===== src/hw/rtl/c_subset_tokenizer_defines.svh =====
// assertion macros for the tokenizer
`ifndef C_SUBSET_TOKENIZER_DEFINES_SVH
`define C_SUBSET_TOKENIZER_DEFINES_SVH
// implication checked every clock outside reset
`define CST_ASSERT_IMP(lbl, a, b) \
  lbl: assert property (@(posedge clk) disable iff (rst) (a) |-> (b)) else $error("lbl");
// implication checked in the cycle after the antecedent
`define CST_ASSERT_NEXT(lbl, a, b) \
  lbl: assert property (@(posedge clk) disable iff (rst) (a) |=> (b)) else $error("lbl");
`endif


===== src/hw/rtl/cst_pkg.sv =====
// shared types and constants of the tokenizer
package cst_pkg;
  localparam logic [3:0] T_KW = 4'd0, T_IDENT = 4'd1, T_OP = 4'd2, T_DELIM = 4'd3,
    T_INT = 4'd4, T_FLOAT = 4'd5, T_STRING = 4'd6, T_BOOL = 4'd7, T_ERROR = 4'd8,
    T_END = 4'd9;
  localparam logic [2:0] E_NONE = 3'd0, E_DOTS = 3'd1, E_LETTERS = 3'd2, E_UNTERM = 3'd3,
    E_PUNCT = 3'd4, E_CHAR = 3'd5;
  localparam logic [2:0] M_IDLE = 3'd0, M_IDENT = 3'd1, M_NUMBER = 3'd2, M_SWALLOW = 3'd3,
    M_STRING = 3'd4, M_DIRECTIVE = 3'd5, M_PUNCT = 3'd6;
  localparam int NKW = 18;
  localparam int KW_CHARS = 9;

  function automatic logic [7:0] kw_char(input int k, input int p);
    logic [71:0] s;
    begin
      unique case (k)
        0: s = {"int", 48'd0};
        1: s = {"bool", 40'd0};
        2: s = {"return", 24'd0};
        3: s = {"if", 56'd0};
        4: s = {"else", 40'd0};
        5: s = {"for", 48'd0};
        6: s = {"while", 32'd0};
        7: s = {"using", 32'd0};
        8: s = "namespace";
        9: s = {"include", 16'd0};
        10: s = {"true", 40'd0};
        11: s = {"false", 32'd0};
        12: s = {"cout", 40'd0};
        13: s = {"cin", 48'd0};
        14: s = {"endl", 40'd0};
        15: s = {"std", 48'd0};
        16: s = {"string", 24'd0};
        default: s = {"iostream", 8'd0};
      endcase
      kw_char = (p < KW_CHARS) ? s[71 - 8 * p -: 8] : 8'd0;
    end
  endfunction

  function automatic logic [3:0] kw_len(input int k);
    logic [3:0] l;
    begin
      unique case (k)
        0, 5, 13, 15: l = 4'd3;
        1, 4, 10, 12, 14: l = 4'd4;
        2, 16: l = 4'd6;
        3: l = 4'd2;
        6, 7, 11: l = 4'd5;
        8: l = 4'd9;
        9: l = 4'd7;
        default: l = 4'd8;
      endcase
      kw_len = l;
    end
  endfunction

  function automatic logic [3:0] kw_type(input int k);
    begin
      if (k == 10 || k == 11) kw_type = T_BOOL;
      else if (k == 12 || k == 13 || k == 14 || k == 15 || k == 17) kw_type = T_IDENT;
      else kw_type = T_KW;
    end
  endfunction

  function automatic logic is_digit(input logic [7:0] c);
    is_digit = c >= "0" && c <= "9";
  endfunction
  function automatic logic is_alpha(input logic [7:0] c);
    is_alpha = (c >= "a" && c <= "z") || (c >= "A" && c <= "Z");
  endfunction
  function automatic logic is_space(input logic [7:0] c);
    is_space = c == " " || (c >= 8'd9 && c <= 8'd13);
  endfunction
  function automatic logic is_punct(input logic [7:0] c);
    is_punct = (c >= 8'd33 && c <= 8'd47) || (c >= 8'd58 && c <= 8'd64) ||
               (c >= 8'd91 && c <= 8'd96) || (c >= 8'd123 && c <= 8'd126);
  endfunction
  function automatic logic pair_starter(input logic [7:0] c);
    pair_starter = c == "=" || c == "!" || c == "<" || c == ">" || c == "&" || c == "|" ||
                   c == "+" || c == "-" || c == ":";
  endfunction
  function automatic logic [3:0] single_type(input logic [7:0] c);
    begin
      case (c)
        "=", "+", "-", "*", "/", "%", "<", ">", "!": single_type = T_OP;
        ";", "{", "}", "(", ")", ",", ":": single_type = T_DELIM;
        default: single_type = T_ERROR;
      endcase
    end
  endfunction
  function automatic logic [3:0] pair_type(input logic [7:0] a, input logic [7:0] b);
    begin
      if (b == "=" && (a == "=" || a == "!" || a == "<" || a == ">" || a == "+" || a == "-"))
        pair_type = T_OP;
      else if (a == b && (a == "&" || a == "|" || a == "+" || a == "-" || a == "<" || a == ">"))
        pair_type = T_OP;
      else if (a == ":" && b == ":") pair_type = T_DELIM;
      else pair_type = T_ERROR;
    end
  endfunction
endpackage


===== src/hw/rtl/c_subset_tokenizer.sv =====
// streaming tokenizer for a small c-like language
//  channel | signals                         | direction
//  input   | valid, stall, kind, ch           | in
//  output  | out_valid, out_stall, token ...  | out
// one byte per cycle while each byte gives at most one token and the output is not stalled
// a token is offered the cycle after its byte is taken
// a byte can produce two tokens, held in a two-entry result queue; input then stalls while they drain
// input stall rises when the queue cannot take two more tokens
// reset returns the scan state and counters to the start of a source
`include "c_subset_tokenizer_defines.svh"
module c_subset_tokenizer
  import cst_pkg::*;
#(
  parameter int LINE_WIDTH = 16,
  parameter int COLUMN_WIDTH = 16,
  parameter int LENGTH_WIDTH = 16,
  parameter int OFFSET_WIDTH = 32
) (
  input  logic        clk,
  input  logic        rst,
  input  logic        valid,
  output logic        stall,
  input  logic        kind,
  input  logic [7:0]  ch,
  output logic        out_valid,
  input  logic        out_stall,
  output logic [3:0]  token_type,
  output logic [15:0] start_line,
  output logic [15:0] start_column,
  output logic [31:0] start_offset,
  output logic [15:0] lexeme_length,
  output logic [2:0]  error_code,
  output logic        last
);
  localparam int RW = 4 + 16 + 16 + 32 + 16 + 3 + 1;
  localparam logic [LINE_WIDTH-1:0] LINE_ONE = LINE_WIDTH'(1);
  localparam logic [COLUMN_WIDTH-1:0] COL_ONE = COLUMN_WIDTH'(1);

  logic [2:0] mode, mode_next;
  logic [LINE_WIDTH-1:0] line_count, tok_line, tok_line_next;
  logic [COLUMN_WIDTH-1:0] column_count, tok_column, tok_column_next;
  logic [OFFSET_WIDTH-1:0] offset_count, tok_offset, tok_offset_next;
  logic [LENGTH_WIDTH-1:0] tok_length, tok_length_next;
  logic [NKW-1:0] keyword_hits, keyword_hits_next;
  logic seen_dot, seen_dot_next;
  logic [7:0] held_char, held_char_next;

  // result queue
  logic [RW-1:0] q0, q1;
  logic [1:0] qcount;

  logic accept, pop;
  logic [1:0] n;
  logic [RW-1:0] r0, r1;

  assign stall = qcount != 2'd0 && !(qcount == 2'd1 && pop);
  assign accept = valid && !stall;
  assign out_valid = qcount != 2'd0;
  assign pop = out_valid && !out_stall;
  assign {token_type, start_line, start_column, start_offset, lexeme_length, error_code,
          last} = q0;

  logic [LENGTH_WIDTH-1:0] len_inc;
  assign len_inc = (&tok_length) ? tok_length : tok_length + LENGTH_WIDTH'(1);

  always_comb begin
    logic again;
    logic [3:0] it, st, pt;
    logic [LENGTH_WIDTH-1:0] l0;
    logic [NKW-1:0] fh;
    logic [LENGTH_WIDTH-1:0] ilen;
    logic [RW-1:0] res;
    logic [3:0] e_type;
    logic [LENGTH_WIDTH-1:0] e_len;
    logic [2:0] e_err;
    logic e_do;
    again = 1'b0;
    n = 2'd0;
    r0 = '0;
    r1 = '0;
    res = '0;
    mode_next = mode;
    tok_line_next = tok_line;
    tok_column_next = tok_column;
    tok_offset_next = tok_offset;
    tok_length_next = tok_length;
    keyword_hits_next = keyword_hits;
    seen_dot_next = seen_dot;
    held_char_next = held_char;
    e_do = 1'b0;
    e_type = T_ERROR;
    e_len = tok_length;
    e_err = E_NONE;
    // identifier classification of the pending token
    it = T_IDENT;
    for (int i = 0; i < NKW; i++)
      if (keyword_hits[i] && LENGTH_WIDTH'(kw_len(i)) == tok_length) it = kw_type(i);
    st = single_type(held_char);
    pt = pair_type(held_char, ch);
    if (kind) begin
      unique case (mode)
        M_IDENT: begin e_do = 1'b1; e_type = it; end
        M_NUMBER: begin e_do = 1'b1; e_type = seen_dot ? T_FLOAT : T_INT; end
        M_STRING: begin e_do = 1'b1; e_type = T_ERROR; e_err = E_UNTERM; end
        M_PUNCT: begin
          e_do = 1'b1; e_type = st; e_len = LENGTH_WIDTH'(1);
          e_err = (st == T_ERROR) ? E_PUNCT : E_NONE;
        end
        default: ;
      endcase
    end else begin
      unique case (mode)
        M_IDENT:
          if (is_alpha(ch) || is_digit(ch) || ch == "_") begin
            for (int i = 0; i < NKW; i++)
              if (!(tok_length < LENGTH_WIDTH'(kw_len(i)) &&
                    kw_char(i, int'(tok_length[3:0])) == ch))
                keyword_hits_next[i] = 1'b0;
            tok_length_next = len_inc;
          end else begin
            e_do = 1'b1; e_type = it; again = 1'b1;
          end
        M_NUMBER:
          if (is_digit(ch)) tok_length_next = len_inc;
          else if (ch == ".") begin
            if (seen_dot) begin
              e_do = 1'b1; e_len = len_inc; e_err = E_DOTS; again = 1'b1;
            end else begin
              seen_dot_next = 1'b1; tok_length_next = len_inc;
            end
          end else if (is_alpha(ch)) begin
            e_do = 1'b1; e_err = E_LETTERS; mode_next = M_SWALLOW;
          end else begin
            e_do = 1'b1; e_type = seen_dot ? T_FLOAT : T_INT; again = 1'b1;
          end
        M_SWALLOW: again = !(is_alpha(ch) || is_digit(ch));
        M_STRING:
          if (ch == "\"") begin
            e_do = 1'b1; e_type = T_STRING; mode_next = M_IDLE;
          end else if (ch == 8'd10) begin
            e_do = 1'b1; e_err = E_UNTERM; again = 1'b1;
          end else tok_length_next = len_inc;
        M_DIRECTIVE: again = ch == 8'd10;
        M_PUNCT:
          if (pt != T_ERROR) begin
            e_do = 1'b1; e_type = pt; e_len = LENGTH_WIDTH'(2); mode_next = M_IDLE;
          end else begin
            e_do = 1'b1; e_type = st; e_len = LENGTH_WIDTH'(1);
            e_err = (st == T_ERROR) ? E_PUNCT : E_NONE; again = 1'b1;
          end
        default: again = 1'b1;
      endcase
    end
    l0 = e_len;
    if (e_do) begin
      r0 = {e_type, 16'(tok_line), 16'(tok_column), 32'(tok_offset), 16'(l0), e_err, 1'b0};
      n = 2'd1;
    end
    // second token starts from the fresh scan or end marker
    e_do = 1'b0;
    e_type = T_ERROR;
    e_len = LENGTH_WIDTH'(1);
    e_err = E_NONE;
    fh = '1;
    ilen = LENGTH_WIDTH'(1);
    if (kind) begin
      e_do = 1'b1; e_type = T_END; e_len = '0;
      mode_next = M_IDLE;
      tok_length_next = '0;
      keyword_hits_next = '1;
      seen_dot_next = 1'b0;
      held_char_next = '0;
      tok_line_next = LINE_ONE;
      tok_column_next = COL_ONE;
      tok_offset_next = '0;
    end else if (again) begin
      tok_line_next = line_count;
      tok_column_next = column_count;
      tok_offset_next = offset_count;
      tok_length_next = '0;
      mode_next = M_IDLE;
      if (is_space(ch)) ;
      else if (ch == "#") mode_next = M_DIRECTIVE;
      else if (is_alpha(ch) || ch == "_") begin
        mode_next = M_IDENT;
        for (int i = 0; i < NKW; i++)
          if (kw_char(i, 0) != ch) fh[i] = 1'b0;
        keyword_hits_next = fh;
        tok_length_next = ilen;
      end else if (is_digit(ch)) begin
        mode_next = M_NUMBER; seen_dot_next = 1'b0; tok_length_next = LENGTH_WIDTH'(1);
      end else if (ch == "\"") mode_next = M_STRING;
      else if (is_punct(ch)) begin
        if (pair_starter(ch)) begin
          mode_next = M_PUNCT; held_char_next = ch;
        end else begin
          e_do = 1'b1; e_type = single_type(ch);
          e_err = (e_type == T_ERROR) ? E_PUNCT : E_NONE;
        end
      end else begin
        e_do = 1'b1; e_err = E_CHAR;
      end
    end
    if (e_do) begin
      res = {e_type, 16'(line_count), 16'(column_count), 32'(offset_count), 16'(e_len),
             e_err, 1'b0};
      if (n == 2'd0) r0 = res;
      else r1 = res;
      n = n + 2'd1;
    end
    if (n == 2'd1) r0[0] = 1'b1;
    if (n == 2'd2) r1[0] = 1'b1;
  end

  always_ff @(posedge clk) begin
    if (rst) begin
      mode <= M_IDLE;
      line_count <= LINE_ONE;
      column_count <= COL_ONE;
      offset_count <= '0;
      tok_line <= LINE_ONE;
      tok_column <= COL_ONE;
      tok_offset <= '0;
      tok_length <= '0;
      keyword_hits <= '1;
      seen_dot <= 1'b0;
      held_char <= '0;
      qcount <= 2'd0;
    end else begin
      if (accept) begin
        mode <= mode_next;
        tok_line <= tok_line_next;
        tok_column <= tok_column_next;
        tok_offset <= tok_offset_next;
        tok_length <= tok_length_next;
        keyword_hits <= keyword_hits_next;
        seen_dot <= seen_dot_next;
        held_char <= held_char_next;
        if (kind) begin
          line_count <= LINE_ONE;
          column_count <= COL_ONE;
          offset_count <= '0;
        end else begin
          if (!(&offset_count)) offset_count <= offset_count + OFFSET_WIDTH'(1);
          if (ch == 8'd10) begin
            if (!(&line_count)) line_count <= line_count + LINE_WIDTH'(1);
            column_count <= COL_ONE;
          end else if (!(&column_count)) column_count <= column_count + COLUMN_WIDTH'(1);
        end
      end
      qcount <= qcount - {1'b0, pop} + (accept ? n : 2'd0);
    end
  end

  // queue payload: accept only happens when queue is empty or draining its last entry
  always_ff @(posedge clk) begin
    if (pop && qcount == 2'd2) q0 <= q1;
    if (accept) begin
      q0 <= r0;
      q1 <= r1;
    end
  end

  `CST_ASSERT_IMP(a_no_overflow, 1'b1, qcount != 2'd3)
  `CST_ASSERT_IMP(a_stall_when_full, qcount == 2'd2, stall)
  `CST_ASSERT_NEXT(a_end_resets, accept && kind, mode == M_IDLE && offset_count == '0)
endmodule


===== config.mk =====
export PLATFORM = sky130hd
export DESIGN_NAME = c_subset_tokenizer
export DESIGN_NICKNAME = d
export VERILOG_FILES = /design/src/hw/rtl/cst_pkg.sv /design/src/hw/rtl/c_subset_tokenizer.sv
export VERILOG_INCLUDE_DIRS = /design/src /design/src/hw/rtl
export SDC_FILE = /design/constraint.sdc
export NUM_CORES = 1
export LEC_CHECK = 0
export BUFFER_PORTS_ARGS = -buffer_cell sky130_fd_sc_hd__buf_2
export CAP_MARGIN = 10
export CORE_ASPECT_RATIO = 1.4
export CORE_MARGIN = 3
export CORE_UTILIZATION = 50
export DETAILED_ROUTE_END_ITERATION = 12
export MAX_ROUTING_LAYER = met4
export PLACE_DENSITY = 0.67
export SETUP_SLACK_MARGIN = 0.3
export SYNTH_ARGS = -nofsm -noshare
export SYNTH_HDL_FRONTEND = slang
export SYNTH_SLANG_ARGS = --single-unit

===== constraint.sdc =====
create_clock -name clk -period 10.7 [get_ports clk]
set_input_delay 1.07 -clock clk [delete_from_list [all_inputs] [get_ports clk]]
set_output_delay 1.07 -clock clk [all_outputs]
set_load 0.01 [all_outputs]

==> Word level (Yosys, flattened, before mapping) <==
Cells that the tools add are included.
{ "op_classes": {"shifts": 18, "n_eq_ne": 118, "bitwise": 1, "n_reduce_logical": 108, "div_mod_pow": 0, "n_mux": 405, "order_cmp": 25, "multipliers": 0, "addsub": 8} }
{ "ops": {"columns": ["cell", "count"], "rows": [
  ["72-bit 2-to-1 mux", 144],
  ["79-bit by 8-bit variable part select with 8-bit output", 18],
  ["88-bit 2-to-1 mux", 5],
  ["16-bit 2-to-1 mux", 24],
  ["4-bit 2-to-1 mux", 69],
  ["8-bit by 6-bit equality test with 1-bit output (second input constant)", 34],
  ["8-bit 2-to-1 mux", 27],
  ["8-bit equality test", 19],
  ["8-bit inequality test", 18],
  ["16-bit by 4-bit less-than comparator with 1-bit output", 8],
  ["32-bit 2-to-1 mux", 4],
  ["18-bit 2-to-1 mux", 7],
  ["3-bit 2-to-1 mux", 29],
  ["1-bit 2-to-1 mux", 79],
  ["3-bit by 16-bit equality test with 1-bit output (first input constant)", 4],
  ["8-bit by 7-bit equality test with 1-bit output (second input constant)", 7],
  ["1-bit logical AND", 52],
  ["16-bit by 1-bit adder with 16-bit output (second input constant)", 3],
  ["16-bit case mux with 3 select lines", 1],
  ["16-bit AND reduction", 3],
  ["8-bit by 7-bit <= comparator with 1-bit output (second input constant)", 5],
  ["4-bit inequality test (second input constant)", 9],
  ["32-bit by 1-bit adder with 32-bit output (second input constant)", 1],
  ["2-bit by 16-bit equality test with 1-bit output (first input constant)", 2],
  ["other kinds (45)", 111]
]} }
{ "totals": {"mem_bits_ro": 0, "register_bits": 352, "memories": 0, "elab_cells": 698, "out_inout_bits": 90, "input_bits": 13, "mem_bits_rw": 0, "latch_bits": 0} }

==> Logic depth before layout (Yosys ltp) <==
Gate-level depths: netlist of the first run.
{ "depth": {"word_depth": 33, "depth_mapped": 18} }

==> Worst setup path after synthesis of the first run <==
No wires, ideal clock.
{ "synth_path": {"path_kind": "in2reg", "start": "in out_stall", "end": "reg q0[4] (data pin)", "slack_ns": 5.866, "n_path_buf": 3, "t_arrival_ns": 4.451, "setup_ns": 0.383, "cell_stages": 8, "path_cell_list": "nand2_1 -> nand2_1 -> or2_2 -> inv_1 -> buf_1 -> clkbuf_1 -> clkbuf_1 -> a31oi_1"} }
{ "synth_between": {"elab_chain_cells": 8} }
{ "synth_lines": {"columns": ["element", "line_no", "text"], "rows": [
  ["from (decl)", "c_subset_tokenizer.sv:26", "input logic out_stall,"],
  ["1-bit logical NOT", "c_subset_tokenizer.sv:59", "assign pop = out_valid && !out_stall;"],
  ["1-bit logical AND", "c_subset_tokenizer.sv:59", null],
  ["1-bit logical AND", "c_subset_tokenizer.sv:56", "assign stall = qcount != 2'd0 && !(qcount == 2'd1 && pop);"],
  ["1-bit logical NOT", "c_subset_tokenizer.sv:56", null],
  ["1-bit logical AND", "c_subset_tokenizer.sv:56", null],
  ["1-bit logical NOT", "c_subset_tokenizer.sv:57", "assign accept = valid && !stall;"],
  ["1-bit logical AND", "c_subset_tokenizer.sv:57", null],
  ["net accept", "c_subset_tokenizer.sv:52", "logic accept, pop;"],
  ["88-bit 2-to-1 mux", "c_subset_tokenizer.sv:258", "if (accept) begin"],
  ["to (signal assigned)", "c_subset_tokenizer.sv:257", "if (pop && qcount == 2'd2) q0 <= q1;"],
  ["to (signal assigned)", "c_subset_tokenizer.sv:259", "q0 <= r0;"],
  ["to (decl)", "c_subset_tokenizer.sv:49", "logic [RW-1:0] q0, q1;"]
]} }
The timed path passes the listed nets, and every way through them passes these cells.
A chain may end at the register's enable or synchronous reset.

==> Worst setup path in the final report of the first run <==
{ "layout_path": {"start": "reg tok_length[0]", "end": "reg keyword_hits[7]"} }
{ "layout_between": {"elab_chain_cells": 13, "elab_cells_between_ends": 15, "cone_classes": "1 x add/sub; 2 x order compare; 1 x eq/ne; 1 x shift; 9 x mux; 1 x reduce/logical"} }
{ "layout_lines": {"columns": ["element", "line_no", "text"], "rows": [
  ["from (decl)", "c_subset_tokenizer.sv:43", "logic [LENGTH_WIDTH-1:0] tok_length, tok_length_next;"],
  ["from (signal assigned)", "c_subset_tokenizer.sv:235", "tok_length <= tok_length_next;"],
  ["7-bit by 7-bit subtractor with 8-bit output", "cst_pkg.sv:36", "kw_char = (p < KW_CHARS) ? s[71 - 8 * p -: 8] : 8'd0;"],
  ["79-bit by 8-bit variable part select with 8-bit output", "cst_pkg.sv:36", null],
  ["8-bit 2-to-1 mux", "cst_pkg.sv:36", null],
  ["8-bit equality test", "c_subset_tokenizer.sv:117", "kw_char(i, int'(tok_length[3:0])) == ch))"],
  ["1-bit logical AND *", "c_subset_tokenizer.sv:116", "if (!(tok_length < LENGTH_WIDTH'(kw_len(i)) &&"],
  ["1-bit 2-to-1 mux *", "c_subset_tokenizer.sv:116", null],
  ["18-bit 2-to-1 mux *", "c_subset_tokenizer.sv:114", "if (is_alpha(ch) || is_digit(ch) || ch == \"_\") begin"],
  ["18-bit 2-to-1 mux *", "c_subset_tokenizer.sv:112", "unique case (mode)"],
  ["18-bit 2-to-1 mux", "c_subset_tokenizer.sv:184", "else if (is_alpha(ch) || ch == \"_\") begin"],
  ["18-bit 2-to-1 mux", "c_subset_tokenizer.sv:183", "else if (ch == \"#\") mode_next = M_DIRECTIVE;"],
  ["18-bit 2-to-1 mux", "c_subset_tokenizer.sv:182", "if (is_space(ch)) ;"],
  ["18-bit 2-to-1 mux *", "c_subset_tokenizer.sv:176", "end else if (again) begin"],
  ["18-bit 2-to-1 mux *", "c_subset_tokenizer.sv:166", "if (kind) begin"],
  ["to (signal assigned)", "c_subset_tokenizer.sv:236", "keyword_hits <= keyword_hits_next;"],
  ["to (decl)", "c_subset_tokenizer.sv:44", "logic [NKW-1:0] keyword_hits, keyword_hits_next;"]
]} }
Mark *: on every way between the ends. The rest lies on a longest branch, timed or not.

==> impl_metrics.py, run 1 <==
metrics = {
    "critical_path": {
        "r2r_start": "tok_length[0]",
        "reg2reg_slack_ns": 5.78,
        "r2r_cells": 11,
        "crit_fanout": 39,
        "start_kind": "flip-flop",
        "cp.arrival_ns": 5.42,
        "worstPathRequired_ns": 11.20,
        "cp-end-kind": "flip-flop",
        "timing.rr.end": "keyword_hits[7]",
        "path_class": "flip-flop to flip-flop",
    },
    "power_and_ir_drop": {
        "power_density_mw_per_mm2": 176,
        "ir_drop_mv": 0.183,
        "power.leakage_nw": 7.00,
    },
    "logic_synthesis": {
        "synth.area.top_cells": "edfxtp_1 (26%), dfxtp_1 (19%), nor2_1 (6.6%)",
        "synthXorXnorAreaFrac_pct": 4.59,
        "synthMuxAreaShare_pct": 0.989,
        "synth-simple-area-share_pct": 22.4,
        "synthAdderAreaFrac_pct": 0.751,
        "avgSynthCellArea_um2": 9.19,
        "synth_compound_area_share_pct": 21.4,
        "ys.warnings.count": 0,
        "synth_edf_count": 159,
        "ys.flop_type": "dfxtp_1",
        "ys_seq_area_share_pct": 45.3,
        "synth_top_area_share_pct": 26.0,
        "syn_nets": 2019,
        "synthCells": 1995,
        "synth_seq_cells": 335,
        "synth_cell_types": 99,
        "yosysTopAreaCell": "edfxtp_1",
        "netlist_area_mm2": 0.0183,
        "synth_top_family_by_area": "simple AND/OR/NAND/NOR gates",
        "async_flop_share_pct": 0,
    },
    "grt": {
        "grt_usage_pct": 29.2,
        "grt_antenna_before_repair": 1,
        "grt_pass1_wl_um": 89400,
        "grt_pass1_vias": 15454,
        "grt_overflow_total": 0,
        "grt_max_degree": 89,
    },
    "clocking": {
        "cts_buffer_depth": 3,
        "clock_latency_ns": 0.57,
        "cts_tree": "done",
        "clock-sinks": 335,
        "path_clk_slew_ns": 0.07,
        "numCtsBuffers": 31,
        "postCtsHoldBufs": 0,
        "cts-root-buf": "clkbuf_16",
        "htreeDepth": 1,
        "ctsResizeCount": 0,
        "post_cts.repair.setup_buffers": 0,
    },
    "sta": {
        "maxSlewViolCount": 0,
        "relSlewSlack_pct": 25.5,
        "setup_violations": 0,
        "max_freq_mhz": 203,
        "worst_slew_pin_slew_ns": 1.12,
        "fin_crit_sh_pct": 46.0,
        "rsz0062_at_grt": "false",
        "setup_tns_ns": 0,
        "post-route-min-period_ns": 4.92,
        "layout_setup_ws_ns": 5.78,
        "hold_viol_final": 0,
        "fin_skew_ns": 0.0231,
    },
    "routing": {
        "ant_nets": 0,
        "first_iter_violations": 1510,
        "drc": 0,
        "drt_wl_total_um": 56900,
        "route.detailed.wl_per_inst_um": 23.0,
        "firstDrtPassIters": 5,
        "avgViaCountPerCell": 6.48,
        "num_vias": 16056,
    },
    "placed_design": {
        "dp_slack_ns": 5.27,
        "place_congestion": 1.04,
        "portBuffers": 102,
        "dp_hpwl_um": 37800,
        "place_area_mm2": 0.0189,
    },
    "layout": {
        "layout_common_cells": "nor2_1 (323), dfxtp_1 (176), edfxtp_1 (159)",
        "layout_commonest_cell": "nor2_1",
        "fillers": 3302,
        "multi_input_area_mm2": 0.00924,
        "seq_area_mm2": 0.00830,
        "nets": 2014,
        "drive_above_1_share_pct": 12.0,
        "area.growth.synth_to_final_pct": 8.32,
        "final_area_mm2": 0.0199,
        "finish.utilization_pct": 55.2,
    },
    "floorplan": {
        "core_area_mm2": 0.0360,
        "io_pins": 103,
        "die_h_um": 233,
        "rows": 82,
        "dieArea_mm2": 0.0390,
        "dieWidth_um": 168,
        "start_util_pct": 50.9,
    },
    "flow_run": {
        "max-cap-violations": 0,
    },
    "min_path": {
        "hold_path_class": "flip-flop to flip-flop",
        "holdPathEnd": "tok_line[12]",
        "worstHoldStart": "tok_line[12]",
        "min_path_cells": 2,
    },
    "run_status": {
        "run_status": "finished, final reports clean",
    },
}
## kinds of logic (layout without fill, tap and decap cells)
| family | after synthesis | after routing |
|---|---|---|
| other cells | 0 | 1 |
| buf+inv | 196 | 215 |
| simple gates | 830 | 830 |
| mux | 18 | 18 |
| flops | 335 | 335 |
| fa+ha+maj | 11 | 11 |
| xor+xnor | 96 | 96 |
| compound gates | 509 | 509 |
## synth_stat cells, drive strengths merged, types with 6 or more instances
master,count
and3,20
nor4b,8
nor2,325
dfxtp,176
o211ai,12
and2,68
clkbuf,94
a211o,6
nor3,46
buf,71
and4,8
a21o,8
nand3,59
a311oi,9
a22oi,15
nand2,128
edfxtp,159
a22o,54
o22ai,13
nand4,31
or2,9
nor4,29
nand2b,31
xor2,27
a221oi,68
a21boi,6
a31oi,28
inv,29
ha,11
o21ai,95
o31ai,8
a211oi,17
a21oi,85
mux2i,17
xnor2,69
o41ai,8
nor2b,20
or3,17
a2bb2oi,6
## sequential cells by signal, summed over array words and instances (netlist names), 18 cells and up
signal	flops
keyword_hits	18
q1	71
offset_count	32
q0	88
tok_offset	32
## critical path, cell delays in order, from the launching register on
cell	delay, ns
dfxtp_1	0.30
buf_4	0.24
inv_1	0.57
ha_1	0.81
nor2_1	0.27
a21oi_1	0.61
nor2_1	0.28
o32ai_1	0.40
nand4_1	0.21
a2111oi_0	0.87
o211ai_1	0.15
nand3_1	0.12
## stage by stage
stage	hold slack [ns]	power, mW	std cells
final	0.459	3.49	2477
after global routing	0.480	3.65	2477
after CTS	0.456	3.51	2475
after detailed placement	0.446	2.50	2418
after global placement	0.437	2.48	2418
after floorplan	0.420	2.20	1995
## worst max-delay path by stage
stage / cells after the start / from / slack (ns) / to
floorplan: 8 / out_stall / 5.87 / q0[4]
global route: 11 / ch[0] / 5.48 / q1[4]
finish: 11 / tok_length[0] / 5.78 / keyword_hits[7]
detailed placement: 11 / ch[0] / 5.27 / q1[30]
CTS: 11 / ch[0] / 5.83 / q1[30]
global placement: 11 / ch[0] / 5.42 / q1[37]
## power breakdown
group | total (mW) | internal (mW) | switching [mW]
Sequential | 1.67 | 1.59 | 0.0757
Combinational | 0.804 | 0.258 | 0.546
Clock | 1.02 | 0.552 | 0.470
## final cells by class
| type | count | share of cell area [%] |
|---|---|---|
| Antenna cell | 1 | 0.0126 |
| Clock buffer | 50 | 4.37 |
| Inverter | 31 | 0.611 |
| Multi-Input combinational cell | 1464 | 46.5 |
| Sequential cell | 335 | 41.8 |
| Clock inverter | 7 | 0.195 |
| Tap cell | 462 | 2.91 |
| Timing Repair Buffer | 127 | 3.62 |
## per-layer routing
layer / GRT usage [%] / routed length (um)
met5: - / 0
met4: 17.9 / 4040
met3: 3.31 / 3030
met2: 49.6 / 28200
met1: 33.0 / 21600
Note: power is estimated with default switching activity, not from simulation.
==> run 2: changes to the inputs <==
--- a/config.mk
+++ b/config.mk
@@ -13,7 +13,7 @@
 export CORE_UTILIZATION = 50
 export DETAILED_ROUTE_END_ITERATION = 12
 export MAX_ROUTING_LAYER = met4
-export PLACE_DENSITY = 0.67
+export PLACE_DENSITY = 0.7
 export SETUP_SLACK_MARGIN = 0.3
 export SYNTH_ARGS = -nofsm -noshare
 export SYNTH_HDL_FRONTEND = slang
==> constraint.sdc (replaced) <==
create_clock -name clk -period 4 [get_ports clk]
set_input_delay 0.4 -clock clk [delete_from_list [all_inputs] [get_ports clk]]
set_output_delay 0.4 -clock clk [all_outputs]
set_load 0.01 [all_outputs]
==> impl_metrics.py, run 2 (synthesis results as in run 1) <==
metrics = {
    "run_status": {
        "run_status": "finished, final reports clean",
    },
    "routing": {
        "avgViaCountPerCell": 6.45,
        "route.detailed.wl_per_inst_um": 22.4,
        "drt_wl_total_um": 57300,
        "first_iter_violations": 1564,
        "ant_nets": 0,
        "drc": 0,
        "num_vias": 16532,
        "firstDrtPassIters": 6,
    },
    "placed_design": {
        "dp_hpwl_um": 38700,
        "place_congestion": 0.993,
        "portBuffers": 102,
        "dp_cells": 2502,
        "dp_slack_ns": 0.386,
    },
    "sta": {
        "post-route-min-period_ns": 3.34,
        "fin_skew_ns": 0.0140,
        "relSlewSlack_pct": 39.6,
        "hold_slack_ns": 0.288,
        "worst_slew_pin_slew_ns": 0.894,
        "max_freq_mhz": 299,
        "layout_setup_ws_ns": 0.656,
        "setup_violations": 0,
        "maxSlewViolCount": 0,
        "hold_viol_final": 0,
        "fin_crit_sh_pct": 83.6,
        "setup_tns_ns": 0,
        "rsz0062_at_grt": "false",
    },
    "critical_path": {
        "cpPeakStageDelay_ns": 0.49,
        "start_kind": "flip-flop",
        "worstPathCellList": "nor4b_1, nand2_1, nor4_1, a211oi_2, and2_1, nor2_4, o21ai_0, ha_2, nand2_1, ha_1, inv_1, ha_1, xnor2_1, xnor2_1, nor2_1",
        "crit_fanout": 8,
        "cp.arrival_ns": 3.75,
        "path_class": "flip-flop to flip-flop",
        "reg2reg_slack_ns": 0.66,
        "worstPathRequired_ns": 4.40,
        "crit_slowest_cell": "nor4b_1",
        "cp-end-kind": "flip-flop",
    },
    "floorplan": {
        "rows": 82,
        "dieArea_mm2": 0.0390,
        "die_h_um": 233,
        "dieWidth_um": 168,
        "core_area_mm2": 0.0360,
        "start_util_pct": 50.9,
        "io_pins": 103,
    },
    "layout": {
        "drive_above_1_share_pct": 16.2,
        "fin_cells": 2564,
        "finish.utilization_pct": 57.9,
        "fillers": 3174,
        "antenna_cells": 0,
        "layout_commonest_cell": "nor2_1",
        "reg_top3": "q0: 88 flops, q1: 71 flops",
        "top_register": "q0",
        "nets": 2100,
        "layout_common_cells": "nor2_1 (323), dfxtp_1 (176), edfxtp_1 (159)",
        "seq_area_mm2": 0.00830,
        "multi_input_area_mm2": 0.00924,
        "area.growth.synth_to_final_pct": 13.7,
        "largest_reg_flops": 88,
    },
    "power_and_ir_drop": {
        "clkPwrFrac_pct": 34.1,
        "switchingPower_mw": 3.05,
        "power_frac_seq_pct": 44.0,
        "power.leakage_nw": 7.58,
        "ir_drop_mv": 0.506,
        "intPower_mw": 7.13,
        "switching_share_pct": 30.0,
        "power_density_mw_per_mm2": 488,
        "p_comb_share_pct": 21.9,
    },
    "grt": {
        "grt_overflow_total": 0,
        "grt_usage_pct": 29.2,
        "grt_antenna_before_repair": 0,
        "grt_pass1_vias": 15740,
        "grt_pass1_wl_um": 88900,
        "grt_max_degree": 68,
    },
    "clocking": {
        "ctsResizeCount": 0,
        "postCtsHoldBufs": 0,
        "path_clk_slew_ns": 0.06,
        "cts_tree": "done",
        "cts-root-buf": "clkbuf_16",
        "htreeDepth": 2,
        "post_cts.repair.setup_buffers": 0,
        "clock_latency_ns": 0.53,
        "cts_buffer_depth": 3,
        "clock-sinks": 335,
        "numCtsBuffers": 34,
    },
    "min_path": {
        "hold_path_class": "input port to flip-flop",
    },
    "flow_run": {
        "max-cap-violations": 0,
    },
}
## run 2: changes by cell type in the layout (fill, tap and decap cells not counted), moves of 3 or more
cell / before / now
buf_12: 0 / 5
buf_4: 24 / 103
bufinv_16: 0 / 5
clkinv_2: 3 / 6
clkbuf_16: 31 / 38
clkbuf_1: 17 / 7
## run 2: power groups by stage
stage / Clock [mW] / Sequential, mW / Combinational [mW]
after detailed placement: 0 / 4.55 / 2.22
after global placement: 0 / 4.54 / 2.20
after CTS: 3.51 / 4.48 / 2.22
after global routing: 3.63 / 4.52 / 2.41
after floorplan: 0 / 4.67 / 1.20
final: 3.47 / 4.48 / 2.22
## run 2: layout make-up
| class | instances | share of cell area, % |
|---|---|---|
| clock buffer | 48 | 4.89 |
| clock inverter | 14 | 0.979 |
| inverter | 31 | 0.582 |
| multi-input combinational | 1464 | 44.3 |
| sequential | 335 | 39.8 |
| tap | 462 | 2.77 |
| timing repair buffer | 210 | 6.64 |
## run 2: worst max-delay path, delay by kind of cell, from the launching register on
kind	cells	cell delay (ns)
compound gates	2	0.21
xor+xnor	2	0.30
fa+ha+maj	3	0.82
buf+inv	1	0.04
flops	1	0.40
simple gates	7	1.44
## run 2: metrics by stage
step,power [mW],cell area [um^2]
after global placement,6.74,19600
after global routing,10.6,20800
final,10.2,20800
after detailed placement,6.77,19600
after floorplan,5.87,18300
after CTS,10.2,20800
## run 2: final timing paths
| kind | depth (start not counted) | start | to |
|---|---|---|---|
| max | 15 | held_char[4] | qcount[1] |
| min | 2 | rst | qcount[1] |
| max reg2reg | 15 | held_char[4] | qcount[1] |
| min reg2reg | 2 | tok_line[9] | tok_line[9] |
## run 2: per-layer routing
metal | GRT usage [%] | vias up | wire length, um
li1 | - | 7559 | -
met1 | 33.8 | 8089 | 22300
met2 | 50.7 | 699 | 29000
met3 | 3.35 | 185 | 3230
met4 | 13.6 | 0 | 2780
met5 | - | - | 0
==> run 3: changes to the inputs <==
==> constraint.sdc (replaced) <==
create_clock -name clk -period 2.75 [get_ports clk]
set_input_delay 0.275 -clock clk [delete_from_list [all_inputs] [get_ports clk]]
set_output_delay 0.275 -clock clk [all_outputs]
set_load 0.01 [all_outputs]
==> impl_metrics.py, run 3 (synthesis results as in run 1) <==
metrics = {
    "critical_path": {
        "cp-end-kind": "flip-flop",
        "path_class": "flip-flop to flip-flop",
        "crit_slowest_cell": "dfxtp_2",
        "timing.rr.end": "qcount[1]",
        "r2r_cells": 15,
        "worstPathRequired_ns": 3.20,
        "crit_start": "held_char[7]",
        "worstPathCellList": "nor4b_4, nand2_1, nor4_2, a211oi_4, and2_4, nor2_4, o21ai_2, ha_4, nand2_4, ha_4, inv_2, ha_4, xnor2_2, xnor2_1, nor2_1",
        "r2r_start": "held_char[7]",
        "crit_fanout": 4,
        "start_kind": "flip-flop",
        "crit_top_cell": "ha_4",
        "cp.arrival_ns": 3.23,
        "crit_path_end": "qcount[1]",
        "cpPeakStageDelay_ns": 0.35,
        "reg2reg_slack_ns": -0.03,
    },
    "floorplan": {
        "die_h_um": 233,
        "core_area_mm2": 0.0360,
        "io_pins": 103,
        "start_util_pct": 50.9,
        "dieArea_mm2": 0.0390,
        "dieWidth_um": 168,
        "rows": 82,
    },
    "sta": {
        "hold_viol_final": 0,
        "relSlewSlack_pct": 37.0,
        "layout_setup_ws_ns": -0.0286,
        "setup_violations": 1,
        "maxSlewViolCount": 0,
        "max_freq_mhz": 360,
        "rsz0062_at_grt": "true",
        "post-route-min-period_ns": 2.78,
        "worst_slew_pin_slew_ns": 0.944,
        "fin_skew_ns": 0.0115,
        "fin_crit_sh_pct": 101,
    },
    "clocking": {
        "cts-root-buf": "clkbuf_16",
        "htreeDepth": 1,
        "clock-sinks": 335,
        "numCtsBuffers": 31,
        "clock_latency_ns": 0.58,
        "cts_buffer_depth": 3,
        "cts_tree": "done",
        "path_clk_slew_ns": 0.06,
    },
    "routing": {
        "avgViaCountPerCell": 6.24,
        "drt_wl_total_um": 64400,
        "num_vias": 17678,
        "route.detailed.wl_per_inst_um": 22.7,
        "firstDrtPassIters": 5,
        "ant_nets": 0,
        "first_iter_violations": 1411,
        "drc": 0,
    },
    "layout": {
        "largest_reg_flops": 88,
        "nets": 2368,
        "finish.utilization_pct": 69.1,
        "layout_common_cells": "buf_4 (308), nor2_1 (307), dfxtp_1 (161)",
        "final_area_mm2": 0.0249,
        "drive_above_1_share_pct": 33.4,
        "layout_commonest_cell": "buf_4",
        "top_register": "q0",
        "fillers": 2726,
        "area.growth.synth_to_final_pct": 35.8,
        "fin_cells": 2831,
        "reg_top3": "q0: 88 flops, q1: 71 flops",
    },
    "flow_run": {
        "max-cap-violations": 0,
    },
    "grt": {
        "grt_pass1_wl_um": 98900,
        "grt_pass1_vias": 18063,
        "grt_antenna_before_repair": 1,
        "grt_usage_pct": 32.4,
        "grt_overflow_total": 0,
        "grt_max_degree": 51,
    },
    "placed_design": {
        "dp_hpwl_um": 42500,
        "place_congestion": 1.05,
        "portBuffers": 102,
        "dp_cells": 2688,
        "place_area_mm2": 0.0217,
    },
    "min_path": {
        "hold_path_class": "input port to flip-flop",
        "worstHoldStart": "rst",
    },
    "power_and_ir_drop": {
        "ir_drop_mv": 0.712,
        "finalPower_mw": 15.3,
        "power.leakage_nw": 9.38,
        "power_density_mw_per_mm2": 616,
    },
    "run_status": {
        "violations": "negative setup slack",
        "run_status": "complete, but fails checks",
    },
}
[run 3: changes by cell type in the layout (fill, tap and decap cells not counted), sizes merged]
cell,before,now
buf,210,477
bufbuf,0,3
bufinv,5,3
clkinv,10,3
clkinvlp,0,4
diode,0,1
inv,30,31
[run 3: worst min path at each step]
stage / to / slack (ns) / cells after the start
floorplan: keyword_hits[5] / 0.42 / 1
global placement: keyword_hits[5] / 0.45 / 1
detailed placement: tok_offset[17] / 0.45 / 2
CTS: tok_length[15] / 0.10 / 2
global route: tok_length[15] / 0.12 / 2
finish: tok_length[15] / 0.13 / 2
[run 3: layer usage]
metal | track usage, % | vias to the layer above | wire length [um]
met5 | - | - | 0
li1 | - | 8105 | -
met4 | 16.0 | 0 | 3440
met2 | 58.4 | 718 | 33600
met1 | 35.3 | 8642 | 23800
met3 | 3.59 | 213 | 3570
[run 3: where the power goes]
| part | switching [mW] | total (mW) | internal [mW] |
|---|---|---|---|
| Combinational | 2.58 | 4.40 | 1.81 |
| Clock | 1.91 | 4.45 | 2.54 |
| Sequential | 0.301 | 6.49 | 6.19 |
[run 3: critical path: cells and delay by family (launching register included)]
family	cells	cell delay [ns]
buf+inv	1	0.03
compound gates	2	0.18
fa+ha+maj	3	0.72
simple gates	7	1.13
flops	1	0.35
xor+xnor	2	0.25
[run 3: per-stage QoR]
step	TNS [ns]	hold WS (ns)	setup WS [ns]
floorplan	-1.95	0.420	-0.381
global placement	-39.03	0.447	-0.486
detailed placement	-54.21	0.454	-0.540
CTS	-0.0670	0.104	-0.0670
global route	-0.681	0.117	-0.119
finish	-0.0286	0.126	-0.0286
[run 3: what timing repair did]
action,in CTS,in global routing
endpoints found under the setup margin,288,293
hold buffers,0,0
pin swaps,99,56
buffers inserted,57,15
cloned,12,1
resized for setup,193,64
[run 3: layout make-up]
cell class | count | area, um^2 | area share, %
multi-input cells | 1464 | 10800 | 43.3
flip-flops and latches | 335 | 8330 | 33.5
repair buffers | 481 | 4030 | 16.2
clock buffers | 47 | 896 | 3.60
well taps | 462 | 578 | 2.32
clock inverters | 10 | 150 | 0.603
inverters | 31 | 136 | 0.548
diodes | 1 | 2.50 | 0.0101
